==> src/design/dcrp_pkg.sv <==
package dcrp_pkg;

	localparam int MAX_POSITIONS = 64;
	localparam int TOKEN_BITS    = 24;
	localparam int POS_W         = $clog2(MAX_POSITIONS);
	localparam int LEN_W         = POS_W + 1;

	// shared divider sizing: dividend holds a step count or (n - k) * 2^17 + n, divisor holds a period or 2n
	localparam int DIV_W     = LEN_W + 17;
	localparam int DIVR_W    = 17;
	localparam int DIV_CNT_W = $clog2(DIV_W + 1);

	localparam logic [2:0] OP_PLAN_TOKEN    = 3'd0;
	localparam logic [2:0] OP_PLAN_END      = 3'd1;
	localparam logic [2:0] OP_OBSERVE_CLEAR = 3'd2;
	localparam logic [2:0] OP_OBSERVE_TOKEN = 3'd3;
	localparam logic [2:0] OP_OBSERVE_END   = 3'd4;

	localparam logic [1:0] CFG_MODE_DELTA = 2'd0;
	localparam logic [1:0] CFG_PERIOD     = 2'd1;
	localparam logic [1:0] CFG_FRACTION   = 2'd2;

	typedef struct packed {
		logic              start;
		logic [DIV_W-1:0]  dividend;
		logic [DIVR_W-1:0] divisor;
	} div_req_t;

	typedef struct packed {
		logic              done;
		logic [DIV_W-1:0]  quotient;
		logic [DIVR_W-1:0] remainder;
	} div_rsp_t;

endpackage

==> src/design/dcrp_ram.sv <==
module dcrp_ram #(
	parameter int WIDTH = 8,
	parameter int DEPTH = 16
) (
	input  logic                     clk,
	input  logic                     we,
	input  logic [$clog2(DEPTH)-1:0] waddr,
	input  logic [WIDTH-1:0]         wdata,
	input  logic [$clog2(DEPTH)-1:0] raddr,
	output logic [WIDTH-1:0]         rdata
);

	logic [WIDTH-1:0] mem_q [DEPTH];

	always_ff @(posedge clk) begin
		if (we) begin
			mem_q[waddr] <= wdata;
		end
		rdata <= mem_q[raddr];
	end

endmodule

==> src/design/dcrp_div.sv <==
module dcrp_div (
	input  logic                clk,
	input  logic                arst_n,
	input  dcrp_pkg::div_req_t  req,
	output dcrp_pkg::div_rsp_t  rsp
);
	import dcrp_pkg::*;

	logic                 busy_q;
	logic                 done_q;
	logic [DIV_CNT_W-1:0] cnt_q;
	logic [DIV_W-1:0]     sh_q;
	logic [DIVR_W-1:0]    rem_q;
	logic [DIVR_W-1:0]    den_q;
	logic [DIVR_W:0]      trial;
	logic                 ge;

	// restoring division, one quotient bit a cycle
	assign trial = {rem_q, sh_q[DIV_W-1]};
	assign ge    = trial >= {1'b0, den_q};

	always_ff @(posedge clk or negedge arst_n) begin
		if (!arst_n) begin
			busy_q <= 1'b0;
			done_q <= 1'b0;
			cnt_q  <= '0;
		end else begin
			done_q <= 1'b0;
			if (req.start) begin
				busy_q <= 1'b1;
				cnt_q  <= DIV_CNT_W'(DIV_W);
			end else if (busy_q) begin
				cnt_q <= cnt_q - 1'b1;
				if (cnt_q == DIV_CNT_W'(1)) begin
					busy_q <= 1'b0;
					done_q <= 1'b1;
				end
			end
		end
	end

	always_ff @(posedge clk) begin
		if (req.start) begin
			sh_q  <= req.dividend;
			den_q <= req.divisor;
			rem_q <= '0;
		end else if (busy_q) begin
			rem_q <= ge ? DIVR_W'(trial - {1'b0, den_q}) : trial[DIVR_W-1:0];
			sh_q  <= {sh_q[DIV_W-2:0], ge};
		end
	end

	assign rsp.done      = done_q;
	assign rsp.quotient  = sh_q;
	assign rsp.remainder = rem_q;

endmodule

==> src/design/delta_cache_refresh_planner.sv <==
// delta cache refresh planner
// input channel (in_valid / in_stall) takes one op per beat; the block stalls
// the input while it works on an item. observe token, observe clear, observe
// end and unknown ops finish in idle; a plan token passes through a compare
// state (token memory read, then compare). a plan end runs a sequencer: a churn
// scan, a step-modulo on the shared shift-subtract divider (skipped for a zero
// period), a select count, a hit-ratio divide on the same divider (skipped for
// an empty board), then an emit scan that sends one beat per recompute position
// in ascending order, last set on the final beat, and stops at the last selected
// position (a single beat with no position for an empty list). cache off or cold
// gives a single beat. results sit in an output register, so out_stall only
// holds the emit scan or the single cold beat; the block returns to idle once
// the last beat is loaded. config (cfg_valid / cfg_ready) is always ready and
// should be written only while idle. reset clears valid bits, change marks,
// board length, frozen bound and cache-present at once; token memory contents
// are read only where the valid bit is set, so no clearing pass is needed.
module delta_cache_refresh_planner (
	input  logic                                clk,
	input  logic                                arst_n,
	input  logic                                in_valid,
	output logic                                in_stall,
	input  logic [2:0]                          op,
	input  logic [dcrp_pkg::POS_W-1:0]          position,
	input  logic [dcrp_pkg::TOKEN_BITS-1:0]     token,
	input  logic [6:0]                          active_lo,
	input  logic [6:0]                          active_hi,
	input  logic [15:0]                         step_count,
	input  logic                                freeze_en,
	input  logic                                has_active,
	input  logic                                kv_valid,
	output logic                                out_valid,
	input  logic                                out_stall,
	output logic                                reuse,
	output logic                                has_position,
	output logic [dcrp_pkg::POS_W-1:0]          recompute_position,
	output logic                                last,
	output logic [16:0]                         cache_hit_q16,
	input  logic                                cfg_valid,
	output logic                                cfg_ready,
	input  logic [1:0]                          cfg_index,
	input  logic [16:0]                         cfg_data
);
	import dcrp_pkg::*;

	localparam logic [2:0] S_IDLE   = 3'd0;
	localparam logic [2:0] S_TOK    = 3'd1;
	localparam logic [2:0] S_CHURN  = 3'd2;
	localparam logic [2:0] S_MODW   = 3'd3;
	localparam logic [2:0] S_SELCNT = 3'd4;
	localparam logic [2:0] S_HITW   = 3'd5;
	localparam logic [2:0] S_EMIT   = 3'd6;
	localparam logic [2:0] S_COLD   = 3'd7;

	logic [2:0] state_q;

	logic        mode_q;
	logic [15:0] period_q;
	logic [16:0] frac_q;

	logic [MAX_POSITIONS-1:0] valid_q;
	logic [MAX_POSITIONS-1:0] changed_q;
	logic [LEN_W-1:0]         board_len_q;
	logic [LEN_W-1:0]         frozen_bound_q;
	logic                     present_q;

	logic [POS_W-1:0]      pos_q;
	logic [TOKEN_BITS-1:0] tok_q;
	logic [6:0]            lo_q;
	logic [6:0]            hi_q;
	logic [15:0]           step_q;
	logic                  fz_q;
	logic [POS_W-1:0]      p_q;
	logic [LEN_W-1:0]      wchg_q;
	logic [LEN_W-1:0]      k_q;
	logic [LEN_W-1:0]      cnt_q;
	logic                  churn_full_q;
	logic                  full_q;
	logic [16:0]           hit_q;

	logic                  ov_q;
	logic                  o_reuse_q;
	logic                  o_has_q;
	logic [POS_W-1:0]      o_pos_q;
	logic                  o_last_q;
	logic [16:0]           o_hit_q;

	logic                  in_acc;
	logic                  ram_we;
	logic [TOKEN_BITS-1:0] ram_rdata;
	div_req_t              div_req;
	div_rsp_t              div_rsp;

	logic [LEN_W-1:0] p_ext;
	logic             frozen_p;
	logic             sel_p;
	logic             win_p;
	logic [6:0]       wsize;
	logic [LEN_W-1:0] wchg_all;
	logic [23:0]      churn_rhs;
	logic [23:0]      churn_lhs;
	logic             churn_over;
	logic             scan_end;
	logic             slot_free;
	logic             load;
	logic             l_reuse;
	logic             l_has;
	logic             l_last;
	logic [16:0]      l_hit;
	logic             finish;

	assign in_acc    = in_valid && !in_stall;
	assign in_stall  = state_q != S_IDLE;
	assign cfg_ready = 1'b1;
	assign ram_we    = in_acc && op == OP_OBSERVE_TOKEN;

	dcrp_ram #(.WIDTH(TOKEN_BITS), .DEPTH(MAX_POSITIONS)) u_tok_ram (
		.clk   (clk),
		.we    (ram_we),
		.waddr (position),
		.wdata (token),
		.raddr (position),
		.rdata (ram_rdata)
	);

	dcrp_div u_div (
		.clk    (clk),
		.arst_n (arst_n),
		.req    (div_req),
		.rsp    (div_rsp)
	);

	// per-position decode at the scan pointer
	assign p_ext    = {1'b0, p_q};
	assign frozen_p = fz_q && p_ext < frozen_bound_q;
	assign win_p    = p_ext >= lo_q && p_ext < hi_q && changed_q[p_q] && !frozen_p;
	assign sel_p    = p_ext < board_len_q && !frozen_p &&
	                  (full_q || !valid_q[p_q] || changed_q[p_q]);
	assign scan_end = p_q == POS_W'(MAX_POSITIONS - 1);

	// count includes the position under the pointer on the last scan cycle
	assign wsize      = hi_q > lo_q ? 7'(hi_q - lo_q) : 7'd0;
	assign wchg_all   = wchg_q + LEN_W'(win_p);
	assign churn_lhs  = {1'b0, wchg_all, 16'd0};
	assign churn_rhs  = 24'(frac_q) * 24'(wsize);
	assign churn_over = wsize != 7'd0 && churn_lhs > churn_rhs;

	assign slot_free = !ov_q || !out_stall;

	always_comb begin
		load    = 1'b0;
		l_reuse = 1'b1;
		l_has   = 1'b0;
		l_last  = 1'b1;
		l_hit   = hit_q;
		finish  = 1'b0;
		div_req.start    = 1'b0;
		div_req.dividend = DIV_W'(step_q);
		div_req.divisor  = DIVR_W'(period_q);
		unique case (state_q)
			S_CHURN: begin
				if (scan_end && period_q != 16'd0) begin
					div_req.start = 1'b1;
				end
			end
			S_SELCNT: begin
				if (scan_end && board_len_q != '0) begin
					div_req.start    = 1'b1;
					div_req.dividend = {7'(board_len_q - (k_q + LEN_W'(sel_p))), 17'd0}
					                   + DIV_W'(board_len_q);
					div_req.divisor  = DIVR_W'({board_len_q, 1'b0});
				end
			end
			S_EMIT: begin
				if (k_q == '0) begin
					load   = slot_free;
					finish = slot_free;
				end else if (sel_p && slot_free) begin
					load   = 1'b1;
					l_has  = 1'b1;
					l_last = cnt_q + 1'b1 == k_q;
					finish = l_last;
				end
			end
			S_COLD: begin
				load    = slot_free;
				finish  = slot_free;
				l_reuse = 1'b0;
				l_hit   = '0;
			end
			default: begin
			end
		endcase
	end

	always_ff @(posedge clk or negedge arst_n) begin
		if (!arst_n) begin
			state_q        <= S_IDLE;
			mode_q         <= 1'b0;
			period_q       <= 16'd1;
			frac_q         <= '0;
			valid_q        <= '0;
			changed_q      <= '0;
			board_len_q    <= '0;
			frozen_bound_q <= '0;
			present_q      <= 1'b0;
			ov_q           <= 1'b0;
		end else begin
			if (cfg_valid && cfg_ready) begin
				unique case (cfg_index)
					CFG_MODE_DELTA: mode_q   <= cfg_data[0];
					CFG_PERIOD:     period_q <= cfg_data[15:0];
					CFG_FRACTION:   frac_q   <= cfg_data;
					default: begin
					end
				endcase
			end

			if (load) begin
				ov_q <= 1'b1;
			end else if (!out_stall) begin
				ov_q <= 1'b0;
			end

			if (finish) begin
				changed_q   <= '0;
				board_len_q <= '0;
			end

			unique case (state_q)
				S_IDLE: begin
					if (in_acc) begin
						case (op)
							OP_PLAN_TOKEN: begin
								if ({1'b0, position} + 1'b1 > board_len_q) begin
									board_len_q <= {1'b0, position} + 1'b1;
								end
								state_q <= S_TOK;
							end
							OP_PLAN_END: begin
								state_q <= (mode_q && present_q) ? S_CHURN : S_COLD;
							end
							OP_OBSERVE_CLEAR: valid_q <= '0;
							OP_OBSERVE_TOKEN: valid_q[position] <= 1'b1;
							OP_OBSERVE_END: begin
								present_q <= kv_valid;
								if (freeze_en && has_active) begin
									frozen_bound_q <= active_lo;
								end
							end
							default: begin
							end
						endcase
					end
				end
				S_TOK: begin
					if (valid_q[pos_q] && ram_rdata != tok_q) begin
						changed_q[pos_q] <= 1'b1;
					end
					state_q <= S_IDLE;
				end
				S_CHURN: begin
					if (scan_end) begin
						state_q <= period_q != 16'd0 ? S_MODW : S_SELCNT;
					end
				end
				S_MODW: begin
					if (div_rsp.done) begin
						state_q <= S_SELCNT;
					end
				end
				S_SELCNT: begin
					if (scan_end) begin
						state_q <= board_len_q != '0 ? S_HITW : S_EMIT;
					end
				end
				S_HITW: begin
					if (div_rsp.done) begin
						state_q <= S_EMIT;
					end
				end
				S_EMIT: begin
					if (finish) begin
						state_q <= S_IDLE;
					end
				end
				S_COLD: begin
					if (finish) begin
						state_q <= S_IDLE;
					end
				end
				default: state_q <= S_IDLE;
			endcase
		end
	end

	// datapath registers of the sequencer
	always_ff @(posedge clk) begin
		if (in_acc) begin
			pos_q  <= position;
			tok_q  <= token;
			lo_q   <= active_lo;
			hi_q   <= active_hi;
			step_q <= step_count;
			fz_q   <= freeze_en;
			p_q    <= '0;
			wchg_q <= '0;
			k_q    <= '0;
			cnt_q  <= '0;
			hit_q  <= '0;
		end
		case (state_q)
			S_CHURN: begin
				if (win_p) begin
					wchg_q <= wchg_q + 1'b1;
				end
				p_q <= p_q + 1'b1;
				if (scan_end) begin
					churn_full_q <= churn_over;
					full_q       <= churn_over || (period_q == 16'd0 && step_q == 16'd0);
				end
			end
			S_MODW: begin
				if (div_rsp.done) begin
					full_q <= churn_full_q || div_rsp.remainder == '0;
				end
			end
			S_SELCNT: begin
				if (sel_p) begin
					k_q <= k_q + 1'b1;
				end
				p_q <= p_q + 1'b1;
			end
			S_HITW: begin
				if (div_rsp.done) begin
					hit_q <= div_rsp.quotient[16:0];
				end
			end
			S_EMIT: begin
				if (!sel_p || load) begin
					p_q <= p_q + 1'b1;
				end
				if (load) begin
					cnt_q <= cnt_q + 1'b1;
				end
			end
			default: begin
			end
		endcase
		if (load) begin
			o_reuse_q <= l_reuse;
			o_has_q   <= l_has;
			o_pos_q   <= l_has ? p_q : '0;
			o_last_q  <= l_last;
			o_hit_q   <= l_hit;
		end
	end

	assign out_valid          = ov_q;
	assign reuse              = o_reuse_q;
	assign has_position       = o_has_q;
	assign recompute_position = o_pos_q;
	assign last               = o_last_q;
	assign cache_hit_q16      = o_hit_q;

`ifndef SYNTHESIS
	a_tok_from_idle: assert property (@(posedge clk) disable iff (!arst_n)
		state_q == S_TOK |-> $past(state_q) == S_IDLE)
		else $error("token compare not entered from idle");
	a_plan_end_busy: assert property (@(posedge clk) disable iff (!arst_n)
		in_acc && op == OP_PLAN_END |=> state_q != S_IDLE)
		else $error("plan end did not start the sequencer");
	a_empty_is_last: assert property (@(posedge clk) disable iff (!arst_n)
		out_valid && !has_position |-> last)
		else $error("beat without position is not last");
	a_div_done_wait: assert property (@(posedge clk) disable iff (!arst_n)
		div_rsp.done |-> (state_q == S_MODW || state_q == S_HITW))
		else $error("divider finished outside a wait state");
`endif

endmodule

==> config.mk <==
export PLATFORM = sky130hd
export DESIGN_NAME = delta_cache_refresh_planner
export DESIGN_NICKNAME = d
export VERILOG_FILES = /design/src/design/dcrp_pkg.sv /design/src/design/dcrp_ram.sv /design/src/design/dcrp_div.sv /design/src/design/delta_cache_refresh_planner.sv
export SDC_FILE = /design/constraint.sdc
export NUM_CORES = 2
export LEC_CHECK = 0
export BUFFER_PORTS_ARGS = -buffer_cell sky130_fd_sc_hd__buf_2
export CAP_MARGIN = 30
export CELL_PAD_IN_SITES_DETAIL_PLACEMENT = 1
export CELL_PAD_IN_SITES_GLOBAL_PLACEMENT = 1
export CORE_ASPECT_RATIO = 1.2
export CORE_MARGIN = 2
export CORE_UTILIZATION = 49
export CTS_BUF_LIST = sky130_fd_sc_hd__clkbuf_16
export CTS_CLUSTER_SIZE = 24
export DETAILED_ROUTE_END_ITERATION = 6
export GPL_ROUTABILITY_DRIVEN = 0
export PLACE_DENSITY = 0.83
export SLEW_MARGIN = 20
export SYNTH_ARGS = -nofsm -noshare
export SYNTH_HDL_FRONTEND = slang
export SYNTH_HIERARCHICAL = 1
export SYNTH_SLANG_ARGS = --single-unit
==> constraint.sdc <==
create_clock -name clk -period 8.57 [get_ports clk]
set_input_delay 1.714 -clock clk [delete_from_list [all_inputs] [get_ports clk]]
set_output_delay 1.714 -clock clk [all_outputs]
set_load 0.05 [all_outputs]
# Word-level counts from Yosys, hierarchy flattened

Memories as Yosys holds them, arrays and structs flattened. A register that Yosys moved wholly into a read port is not among the register bits.
Cells that the tools add are included.

Flip-flop bits (word level): 379
Output and inout bits: 29
Logic and storage cells: 224
Input port bits: 90
RAM bits: 1536
Memories kept: 1

Memories:

| memory          | words | width | read ports | clocked after memory_dff | write ports | line           | text |
|---|---|---|---|---|---|---|---|
| u_tok_ram.mem_q | 64    | 24    | 1          | 1                        | 1           | dcrp_ram.sv:13 | `logic [WIDTH-1:0] mem_q [DEPTH];` |

Equal/unequal tests: 25
Reductions and logical operators: 56
Add/sub/neg operators: 12
Bitwise operators: 4
Muxes and demuxes: 77
Multipliers: 1
$lt $le $gt $ge: 13

Operators by type and width:

| kind                                                        | count |
|---|---|
| two-way mux 64 bit                                          | 3 |
| OR 64 bit                                                   | 2 |
| case mux 64 bit (2 select lines)                            | 1 |
| two-way mux 7 bit                                           | 15 |
| two-way mux 17 bit                                          | 4 |
| two-way mux 24 bit                                          | 2 |
| two-way mux 42 bit                                          | 1 |
| two-way mux 41 bit                                          | 1 |
| zero test 16 bit                                            | 2 |
| two-way mux 1 bit                                           | 25 |
| adder 24 x 7 -> 24 bit                                      | 1 |
| > comparator 23 x 24 -> 1 bit                               | 1 |
| multiplier 17 x 7 -> 24 bit                                 | 1 |
| two-way mux 3 bit                                           | 8 |
| inequality test 24 bit                                      | 1 |
| adder 7 x 1 -> 7 bit (second input constant)                | 3 |
| less-than comparator 6 x 7 -> 1 bit                         | 3 |
| less-than comparator 6 x 7 -> 1 bit (second input constant) | 3 |
| case mux 3 bit (7 select lines)                             | 1 |
| binary-select mux 1 bit (select 6 bit)                      | 3 |
| greater-or-equal comparator 18 x 17 -> 1 bit                | 1 |
| logical AND 1 bit                                           | 18 |
| zero test 17 bit                                            | 1 |
| subtractor 17 bit                                           | 1 |
| other kinds (42)                                            | 86 |

# Depth between registers and ports, before layout

Word-level depth: 15
Depth in mapped cells: 36
Depth with buffers taken out: 35

# Hierarchy

The synthesis kept the hierarchy.

Modules (own cells, without submodules):

| module                      | instances | seq. area each (um^2) | cells an instance | area each (um^2) |
|---|---|---|---|---|
| dcrp_ram                    | 1         | 46604.7               | 2610              | 59295.6 |
| delta_cache_refresh_planner | 1         | 8084.0                | 1919              | 19900.3 |
| dcrp_div                    | 1         | 1746.7                | 330               | 3619.7 |

# Worst setup path before layout

Ideal clock, no wire load.

Path type: register to register
Start: register lo_q[1]
End: register full_q (data pin)
Path buffers: 2
Stages on the path, launching flop included: 35
Clock period less this slack: 8147 ps
Setup slack: 423 ps
Setup time: 261 ps
Required time: 8309 ps
Data arrival time: 7886 ps
Cells stage by stage: edfxtp_1 > inv_1 > ha_1 > nor2b_1 > o211ai_1 > a31oi_1 > o31ai_1 > nor2_1 > clkbuf_1 > and2_1 > fa_1 > fa_1 > fa_1 > inv_1 > fa_1 > inv_1 > ha_1 > clkbuf_1 > a211oi_1 > o21ai_0 > o31ai_1 > o21ai_1 > a41o_1 > a211o_1 > a21oi_1 > xor2_1 > ha_1 > nand4_1 > or4_1 > nor4_1 > and4_1 > nand3_1 > a2111oi_0 > nor4_1 > o32a_1

Cells in the longest elaborated chain, start to end: 10
Elaborated cells between the ends (all ways): 15
Those cells by class: 2 x add/sub; 1 x mul; 3 x order compare; 3 x mux; 6 x reduce/logical

RTL lines:

| item                                                                                | line                               | text |
|---|---|---|
| start: declaration                                                                  | delta_cache_refresh_planner.sv:68  | `logic [6:0] lo_q;` |
| start signal: assignment                                                            | delta_cache_refresh_planner.sv:301 | `lo_q <= active_lo;` |
| parallel branches: the longest is 6 deep, another holds multiplier 17 x 7 -> 24 bit | --                                 |  |
| logical AND 1 bit *                                                                 | delta_cache_refresh_planner.sv:145 | `assign churn_over = wsize != 7'd0 && churn_lhs > churn_rhs;` |
| named net churn_over                                                                | delta_cache_refresh_planner.sv:101 | `logic churn_over;` |
| logical OR 1 bit *                                                                  | delta_cache_refresh_planner.sv:319 | `full_q <= churn_over \|\| (period_q == 16'd0 && step_q == 16'd0);` |
| two-way mux 1 bit *                                                                 | delta_cache_refresh_planner.sv:317 | `if (scan_end) begin` |
| case mux 1 bit (2 select lines) *                                                   | delta_cache_refresh_planner.sv:311 | `case (state_q)` |
| end signal: assignment                                                              | delta_cache_refresh_planner.sv:319 |  |
| end: declaration                                                                    | delta_cache_refresh_planner.sv:77  | `logic full_q;` |

Mark *: on every way through the listed nets, which the timed path passes. The select of a mux whose other input is x is not followed.
A chain may end at the register's enable or synchronous reset.

# Worst setup path after layout

Ends and elaborated chain as after synthesis.

==> results.py <==
metrics = {
    "clock_network": {
        "cts_root_buf": "clkbuf_16",
        "cts_tree": "built",
        "clockBufferDepth": 3,
        "cts_made_buffers": 188,
        "htreeDepth": 4,
        "ctsHoldBuffers": 0,
        "insertion_delay_ps": 860,
        "clk_pin_slew_ps": 60,
        "cts_sinks": 1939,
    },
    "critical_path": {
        "cpMostUsedCell": "fa_1",
        "cp.arrival_ps": 8850,
        "crit_path_start_kind": "register",
        "crit_path_top_delay_cell": "fa_1",
        "required_ps": 9140,
        "crit_buf_inv": 6,
        "cpPeakStageDelay_ps": 570,
        "worst-setup-path-type": "register to register",
        "end_kind": "register",
        "path_delay_family": "adder cells",
        "cp_max_fo": 9,
    },
    "route": {
        "routed_via_density": 6.393,
        "firstDrtPassIters": 5,
        "vias": 48060,
        "drt-initial-drc-count": 5589,
        "wire_per_inst_um": 31.21,
        "final_antenna_net_count": 0,
        "drc": 0,
        "wl_um": 234600,
    },
    "die": {
        "coreArea_mm2": 0.1683,
        "start_util": 0.4922,
        "dieArea_mm2": 0.1723,
        "rows": 165,
        "die_w_um": 379.3,
        "chipHeight_um": 454.4,
        "io_pins": 119,
    },
    "synth": {
        "synth.yosys.seq_area_share": 0.6815,
        "synth_cell_types": 93,
        "synth-seq-cells": 1939,
        "async_reset_ff_frac": 0.09696,
        "yosys-top-cells-area": "edfxtp_1 (60%), mux4_2 (11%), dfrtp_1 (5.7%), dfxtp_1 (2.1%), fa_1 (1.9%)",
        "synth_top_area_frac": 0.6041,
        "synth_edf_count": 1666,
        "synth_ff_type": "edfxtp_1",
        "synth.cells.most_frequent": "edfxtp_1 (1666), mux4_2 (394), nor2_1 (249)",
        "post_synth.cell_area_avg_um2": 17.04,
        "yosysWarningCount": 6,
        "synth_area_mm2": 0.08282,
        "synth_cells": 4859,
        "yosysTopAreaCell": "edfxtp_1",
        "yosysMostFrequentCell": "edfxtp_1",
    },
    "sta": {
        "fin_crit_ps": 8286,
        "hold_violations": 0,
        "finalMaxSlewViolations": 0,
        "max_freq_mhz": 120.7,
        "skew_ps": 86.53,
        "finalCritPeriodShare": 0.9669,
        "relSlewSlack": 0.2113,
        "setup_violations": 0,
        "tightest_slew_ps": 1183,
    },
    "job": {
        "cap_viol_max_count": 0,
    },
    "placement": {
        "dpl.hpwl_um": 135900,
        "port_buffers": 117,
        "dp_cells": 7136,
    },
    "final_layout": {
        "drive_gt1_frac": 0.2365,
        "utilization": 0.5528,
        "layout.nets": 5383,
        "stdcell_count": 7518,
        "syn_to_final_growth_pct": 12.31,
    },
    "global_route": {
        "antenna_found_initial": 19,
        "grt_max_degree": 119,
        "grt_usage": 0.2740,
        "grt_pass1_wl_um": 347000,
        "grt_overflow_total": 0,
        "grt_pass1_vias": 50670,
    },
    "status": {
        "status": "completed",
    },
    "power_and_ir_drop": {
        "power.leakage_nw": 32.43,
        "switching_share": 0.2844,
        "powerDensity_mw_per_mm2": 250.0,
        "p_int_mw": 16.64,
        "irDropWorstVdd_v": 0.0002283,
        "p_clk_frac": 0.356,
        "seqPwrFrac": 0.463,
        "combPwrFrac": 0.181,
        "switchingPower_mw": 6.613,
    },
    "worst_hold_path": {
        "hold_class": "register to register",
    },
}
-- worst reg2reg max path, delay by kind of cell (launching register included) --
| kind | cells | cell delay, ps |
|---|---|---|
| AO/OA/AOI/OAI | 12 | 2600 |
| XOR/XNOR | 1 | 90 |
| adder cells (fa/ha/maj) | 7 | 2840 |
| buffers and inverters | 6 | 680 |
| flip-flops | 1 | 410 |
| AND/OR/NAND/NOR | 9 | 1460 |
-- worst paths after layout --
| check | slack [ps] | start | cells after the start | endpoint |
|---|---|---|---|---|
| setup / recovery | 280 | lo_q[1] | 35 | full_q |
| hold / removal | 450 | hit_q[6] | 2 | hit_q[6] |
| setup reg to reg | 280 | lo_q[1] | 35 | full_q |
| hold reg to reg | 450 | hit_q[6] | 2 | hit_q[6] |
| max in group asynchronous | 6230 | arst_n | 3 | changed_q[43] |
| min in group asynchronous | 950 | arst_n | 1 | frac_q[12] |
-- state kept, by name, summed over array words and instances, names as in the netlist, 7 cells and up --
name             count
period_q            16
changed_q           64
u_div/rem_q         17
u_div/sh_q          24
cache_hit_q16       17
board_len_q          7
k_q                  7
hi_q                 7
u_tok_ram/mem_q   1536
frozen_bound_q       7
valid_q             64
hit_q               17
lo_q                 7
u_div/den_q         17
cnt_q                7
wchg_q               7
step_q              16
frac_q              17
tok_q               24
u_tok_ram/rdata     24
-- logic make-up (layout without fill, tap and decap cells) --
family / count (synthesis) / after routing / share of synthesized area
buf+inv: 412 / 811 / 0.02235
fa+ha+maj: 200 / 200 / 0.03729
simple gates: 931 / 931 / 0.05567
other cells: 2 / 8 / 0.00009068
flops: 1939 / 1939 / 0.6815
mux: 669 / 669 / 0.1423
compound gates: 624 / 624 / 0.05215
xor+xnor: 82 / 82 / 0.008672
-- metal layers --
metal  global-route usage  share of wire  up-vias
met5                    0        0.00055        -
met4               0.1298          0.052       18
met3              0.04956          0.086      663
met2               0.4527           0.49     2796
met1               0.3524           0.37    25040
li1                     -              -    19540
-- what timing repair did --
action                     in CTS  in global routing
gates resized for setup         5                 34
pin swaps                       1                 16
setup endpoints to repair       2                  2
buffers inserted                1                 11
-- power groups by stage --
stage | combinational [mW] | clock, mW | sequential [mW]
after detailed placement | 4.00 | 0 | 11.0
final | 4.20 | 8.28 | 10.8
after global routing | 4.60 | 8.70 | 10.8
after global placement | 3.84 | 0 | 11.0
after CTS | 4.07 | 8.37 | 10.8
after floorplan | 2.62 | 0 | 11.0
-- area by class of cell --
cell class	instances	area (um^2)
diodes	5	12.51
clock buffers	193	4830
clock inverters	163	1299
fillers	15320	75240
inverters	166	623.1
multi-input cells	2509	24900
flip-flops and latches	1939	56440
well taps	2254	2820
repair buffers	289	2091
-- through the flow --
step	setup TNS, ps	setup slack (ps)	total power [mW]	hold slack [ps]	instance area [um^2]
CTS	0	11.47	23.24	458.4	92670
finish	0	283.8	23.25	454.6	93010
global route	-109.9	-109.9	24.10	489.9	93000
global placement	0	10.51	14.81	438.2	86460
floorplan	0	423.4	13.67	431.4	82820
detailed placement	-118.2	-118.2	14.99	450.1	86510
-- cell usage in the layout, fill, tap and decap left out, drive strengths merged, types with 87 or more instances in the layout --
cell	n
clkinv	87
mux2	128
a21oi	143
mux2i	147
mux4	394
dfrtp	187
ha	122
edfxtp	1666
nand2	239
inv	217
buf	285
nor2	249
clkbuf	197
and2	132
No activity file was read; power rests on OpenSTA's default activity.
